<file path="src/rtl/core/res_pkg.sv">
// Package: widths, codes and request/result types for rectangle_edge_snap.
package res_pkg;
	localparam int MaxWindows = 64;
	localparam int IdxBits = 6;
	localparam int CoordBits = 20;
	localparam int WideBits = 24;

	typedef logic signed [CoordBits-1:0] coord_t;
	typedef logic signed [WideBits-1:0] wide_t;

	typedef enum logic [1:0] {
		OP_WRITE  = 2'd0,
		OP_MOVE   = 2'd1,
		OP_RESIZE = 2'd2,
		OP_NONE   = 2'd3
	} op_t;

	localparam logic [2:0] REG_ENABLE = 3'd0;
	localparam logic [2:0] REG_STICK  = 3'd1;
	localparam logic [2:0] REG_LEFT   = 3'd2;
	localparam logic [2:0] REG_TOP    = 3'd3;
	localparam logic [2:0] REG_WIDTH  = 3'd4;
	localparam logic [2:0] REG_HEIGHT = 3'd5;

	// one stored window
	typedef struct packed {
		coord_t x0;
		coord_t y0;
		coord_t x1;
		coord_t y1;
	} win_t;

	// scan job handed to the scanner
	typedef struct packed {
		logic   is_move;
		logic [IdxBits-1:0] self_idx;
		logic [3:0] edges;
		wide_t  r0;
		wide_t  r1;
		wide_t  r2;
		wide_t  r3;
		wide_t  lim;
	} job_t;

	// per-axis best candidate
	typedef struct packed {
		logic  have;
		wide_t best;
	} cand_t;

	function automatic wide_t absw(wide_t v);
		return v[WideBits-1] ? -v : v;
	endfunction

	function automatic coord_t satc(wide_t v);
		if (v > wide_t'(2**(CoordBits-1) - 1))
			return coord_t'(2**(CoordBits-1) - 1);
		else if (v < -wide_t'(2**(CoordBits-1)))
			return coord_t'(-(2**(CoordBits-1)));
		else
			return coord_t'(v);
	endfunction

	// offer one edge to a running best
	function automatic cand_t offer(cand_t c, logic en, wide_t edge_v, wide_t target,
		wide_t lim);
		cand_t o;
		wide_t d;
		wide_t a;
		o = c;
		d = target - edge_v;
		a = absw(d);
		if (en && a <= lim && (!c.have || a < absw(c.best))) begin
			o.have = 1'b1;
			o.best = d;
		end
		return o;
	endfunction
endpackage

</file>
<file path="src/rtl/core/res_eval.sv">
// Per-entry candidate evaluation for both axes.
module res_eval (
	input  res_pkg::job_t job,
	input  res_pkg::win_t win,
	input  res_pkg::cand_t cx_in,
	input  res_pkg::cand_t cy_in,
	output res_pkg::cand_t cx_out,
	output res_pkg::cand_t cy_out
);
	import res_pkg::*;

	wide_t ox0, oy0, ox1, oy1, ov, oh;
	logic el, er, et, eb;
	cand_t cx, cy;

	always_comb begin
		ox0 = wide_t'(win.x0);
		oy0 = wide_t'(win.y0);
		ox1 = wide_t'(win.x1);
		oy1 = wide_t'(win.y1);
		ov = ((job.r3 < oy1) ? job.r3 : oy1) - ((job.r1 > oy0) ? job.r1 : oy0);
		oh = ((job.r2 < ox1) ? job.r2 : ox1) - ((job.r0 > ox0) ? job.r0 : ox0);
		et = job.edges[0];
		eb = job.edges[1];
		el = job.edges[2];
		er = job.edges[3];
		cx = cx_in;
		cy = cy_in;
		if (ov > 0) begin
			cx = offer(cx, el, job.r0, ox1, job.lim);
			cx = offer(cx, er, job.r2, ox0, job.lim);
		end
		if (oh > 0) begin
			cy = offer(cy, et, job.r1, oy1, job.lim);
			cy = offer(cy, eb, job.r3, oy0, job.lim);
		end
		if (absw(ov) <= job.lim && oh > -job.lim) begin
			cx = offer(cx, el, job.r0, ox0, job.lim);
			cx = offer(cx, er, job.r2, ox1, job.lim);
		end
		if (absw(oh) <= job.lim && ov > -job.lim) begin
			cy = offer(cy, et, job.r1, oy0, job.lim);
			cy = offer(cy, eb, job.r3, oy1, job.lim);
		end
		cx_out = cx;
		cy_out = cy;
	end
endmodule

</file>
<file path="config.mk">
export PLATFORM = sky130hd
export DESIGN_NAME = res_eval
export DESIGN_NICKNAME = d
export VERILOG_FILES = /design/src/rtl/core/res_pkg.sv /design/src/rtl/core/res_eval.sv
export SDC_FILE = /design/constraint.sdc
export NUM_CORES = 2
export LEC_CHECK = 0
export BUFFER_PORTS_ARGS = -buffer_cell sky130_fd_sc_hd__buf_2
export CAP_MARGIN = 20
export CORE_UTILIZATION = 40
export DETAILED_ROUTE_END_ITERATION = 8
export PLACE_DENSITY = 0.61
export SETUP_SLACK_MARGIN = 0.1
export SLEW_MARGIN = 20
export SYNTH_ARGS = -nofsm -noshare
export SYNTH_HDL_FRONTEND = slang
export SYNTH_SLANG_ARGS = --single-unit
</file>
<file path="constraint.sdc">
create_clock -name vclk -period 26.1
set_clock_uncertainty 0.1 [all_clocks]
set_input_delay 2.61 -clock vclk [all_inputs]
set_output_delay 2.61 -clock vclk [all_outputs]
set_load 0.02 [all_outputs]
</file>
After elaboration in Yosys (flattened, before gate mapping)
Index checks and enable logic that the tools add are counted.
{"block": "op_classes", "add_sub_neg": 29, "magnitude_cmp": 26, "n_mux": 38, "reduce_logical": 34}
{"op": "two-way mux 24 bit", "count": 22}
{"op": "negator 24 bit", "count": 19}
{"op": "two-way mux 25 bit", "count": 16}
{"op": "less-or-equal comparator 24 bit", "count": 10}
{"op": "< comparator 24 bit", "count": 8}
{"op": "subtractor 20 x 24 -> 24 bit", "count": 8}
{"op": "> comparator 24 x 1 -> 1 bit, second input constant", "count": 2}
{"op": "> comparator 24 x 20 -> 1 bit", "count": 2}
{"op": "> comparator 24 bit", "count": 2}
{"op": "< comparator 24 x 20 -> 1 bit", "count": 2}
{"op": "subtractor 24 bit", "count": 2}
{"op": "logical AND 1 bit", "count": 18}
{"op": "zero test 1 bit", "count": 8}
{"op": "logical OR 1 bit", "count": 8}
{"block": "word_totals", "reg_bits": 0, "in_bits": 261, "out_inout_bits": 50}

Logic depth before layout (Yosys ltp)
{"block": "depth", "word_depth": 29, "ltp_mapped": 103, "mapped_depth_nobuf": 92}

Worst setup path before layout
OpenSTA, ideal clock, no wires.
{"block": "synth_timing", "path_kind": "input-to-output", "from": "input port job[80] (netlist bit)", "to": "output port cy_out[0] (netlist bit)", "arrival_ns": 20.156, "required_ns": 23.390, "path_slack_ns": 3.234, "stages": 93, "path_buffers": 17, "cell_sequence": "inv_1 ha_1 buf_6 a21o_4 a31o_1 buf_6 o21ai_1 a21oi_1 o41ai_1 o31ai_1 xnor2_2 clkbuf_1 nor2_1 xor2_1 ha_1 a21o_1 a21o_1 a21o_1 (+57 left out) inv_1 ha_1 and4b_1 clkbuf_2 and4_1 or4_1 ha_1 nand4_1 or2_2 nor3_1 o21ai_0 o2111a_1 o21ai_0 a21oi_1 nand2_1 buf_2 mux2_2 mux2i_1"}
{"element": "start, declared", "line": "res_eval.sv:3", "source": "input res_pkg::job_t job,"}
{"element": "end, declared", "line": "res_eval.sv:8", "source": "output res_pkg::cand_t cy_out"}

==> flow_summary.ini <==
[outcome]
outcome = finished clean

[grt]
grt_pass1_wl_um = 241500
grt_pass1_vias = 38090
overflow = 0
met2_usage_pct = 52.22
grt_use_met1_pct = 46.56
met3_usage_pct = 5.648
grt-busiest-layer = met2
grtUsageTotal_pct = 34.22
grt_max_degree = 56
antenna_found_initial = 15

[worst_setup_path]
cpPeakStageDelay_ns = 0.71
cp_top_family = compound AO/OA/AOI/OAI gates
crit_top_cell = a21o_1
critPathLaunch = win[20]
startpoint_type = input pin
endpoint_kind = primary output
cp.buffers_inverters = 9
critPathKind = in2out
crit_arrival_ns = 22.09
cp_slowest_cell = o31ai_4
cp_max_fo = 15
cp.required_ns = 23.39

[detailed_routing]
wire_per_inst_um = 25.11
drt_iter0_markers = 5098
drt-vias-per-instance = 6.318
drc = 0
wl_um = 167400
route.vias.total = 42120
postRouteAntennaNets = 0
drt_pass1_iterations = 6

[pwr]
p_switching_mw = 2.406
pwr-share-seq_pct = 0
clkPwrFrac_pct = 0
power_density_mw_per_mm2 = 98.22
p_int_mw = 1.564
power_mw = 3.970
combPwrFrac_pct = 100.0
p_sw_share_pct = 60.60
total_leakage_power_nw = 18.84
ir_drop_mv = 0.1053

[sta]
fin_crit_sh_pct = 95.02
rsz0062_at_grt = false
period_needed_ns = 24.80
tightest_slew_ns = 1.198
setup_violations = 0
hold_viol = 0
max_slew_margin_pct = 19.54
finalMaxSlewViolations = 0
tns_ns = 0
fmax_mhz = 40.32

[cells_and_area]
register_area_um2 = 0
n_sequential_cell = 0
final_net_count = 6472
layout-drive-gt1-share_pct = 11.84
nFillCells = 9381
synthToLayoutAreaGrowth_pct = 10.85
clkbuf_count = 0

[placement]
place_congestion = 1.099
dpl.hpwl_um = 142700
port_buffers = 304

[logic_synthesis]
ys_warn_count = 0
netlist_instances = 5125
syn_area_mm2 = 0.03647
synth_common_cells = 719 x ha_1, 417 x nor2_1, 416 x a21oi_1
yosys.area.top_type = ha_1
netlist_top_cells_area = ha_1 25%, xnor2_1 8.5%, a21oi_1 5.7%
synth_seq_area_share_pct = 0
synth.avg_cell_area_um2 = 7.116
syn-num-nets = 6115
post_synth_num_cell_types = 116
yosysTopAreaCellShare_pct = 24.67
yosysMostFrequentCell = ha_1

[die]
core-area_mm2 = 0.09015
start_util_pct = 40.45
die_y_um = 303.9
num_rows = 110
dieArea_mm2 = 0.09238
io_pins = 311
die_w_um = 303.9

[job]
cap_violations = 0

[hold_path]
min_from = cx_in[24]
hp-class = in2out

[clocking]
cts_hold_buf = 0
worst paths after layout:
| kind | to | slack (ns) | cells after the start |
|---|---|---|---|
| hold / removal | cx_out[24] | 5.78 | 4 |
| setup / recovery | cx_out[19] | 1.30 | 82 |
area by class of cell:
type / instances / area [um2] / share of cell area, %
Multi-Input combinational cell: 4718 / 34940 / 86.45
Tap cell: 1176 / 1471 / 3.640
Timing Repair Buffer: 491 / 2963 / 7.330
Inverter: 271 / 1017 / 2.516
Antenna cell: 11 / 27.53 / 0.06810
placed cells by master (no fill, tap or decap), types with 43 or more instances in the layout:
cell,n
nor2_1,416
xnor2_1,353
nor2b_1,96
nor4_1,43
a21oi_1,414
o21a_1,62
inv_1,270
and3_1,54
nand3_1,99
nand2b_1,98
a31oi_1,81
buf_2,304
nand2_1,356
ha_1,719
nor3_1,155
a21o_1,164
or3_1,52
mux2i_1,139
buf_4,184
o31ai_1,63
o21ai_0,345
xor2_1,237
nand4_1,131
per-layer routing:
layer	wire, um	vias up	share of wire [%]
met2	69780	2197	42
met1	70990	19680	42
met5	78	-	0.047
met3	17220	407	10
met4	9348	6	5.6
li1	-	19830	-
repair_timing:
action                                  CTS  global route
setup buffers                             0             5
resized for setup                         0            10
endpoints found under the setup margin    0            47
cell families (layout without fill, tap and decap cells):
family | count (synthesis) | count (layout) | synth area share (%)
other cells | 0 | 11 | 0
xor+xnor | 593 | 593 | 14.28
compound gates | 1521 | 1521 | 27.30
buf+inv | 408 | 762 | 4.536
fa+ha+maj | 729 | 729 | 25.22
simple gates | 1702 | 1703 | 23.83
mux | 172 | 172 | 4.838
metrics by stage:
| step | utilization [%] | setup WS [ns] | hold slack (ns) | area (um2) | instances |
|---|---|---|---|---|---|
| floorplan | - | 3.234 | 5.375 | 36470 | 5125 |
| global placement | 44.69 | 0.9161 | 5.764 | 40280 | 6650 |
| detailed placement | 44.69 | 0.8471 | 5.758 | 40280 | 6650 |
| CTS | 44.69 | 0.7699 | 5.765 | 40280 | 6650 |
| global route | 44.83 | 0.1106 | 5.755 | 40420 | 6665 |
| finish | 44.84 | 1.299 | 5.785 | 40420 | 6667 |
tightest hold or removal path, cell delays in order:
cell and delay [ns]:
buf_2 0.19, a21oi_1 0.13, o21ai_0 0.15, buf_2 0.19
power by group through the flow:
stage / Sequential [mW] / Combinational (mW) / Clock, mW
2_1_floorplan: 0 / 2.66 / 0
3_3_place_gp: 0 / 3.80 / 0
3_5_place_dp: 0 / 3.84 / 0
4_1_cts: 0 / 3.87 / 0
5_1_grt: 0 / 4.31 / 0.0000000464
6_report: 0 / 3.97 / 0.0000000569
(Power assumes the default switching activity.)
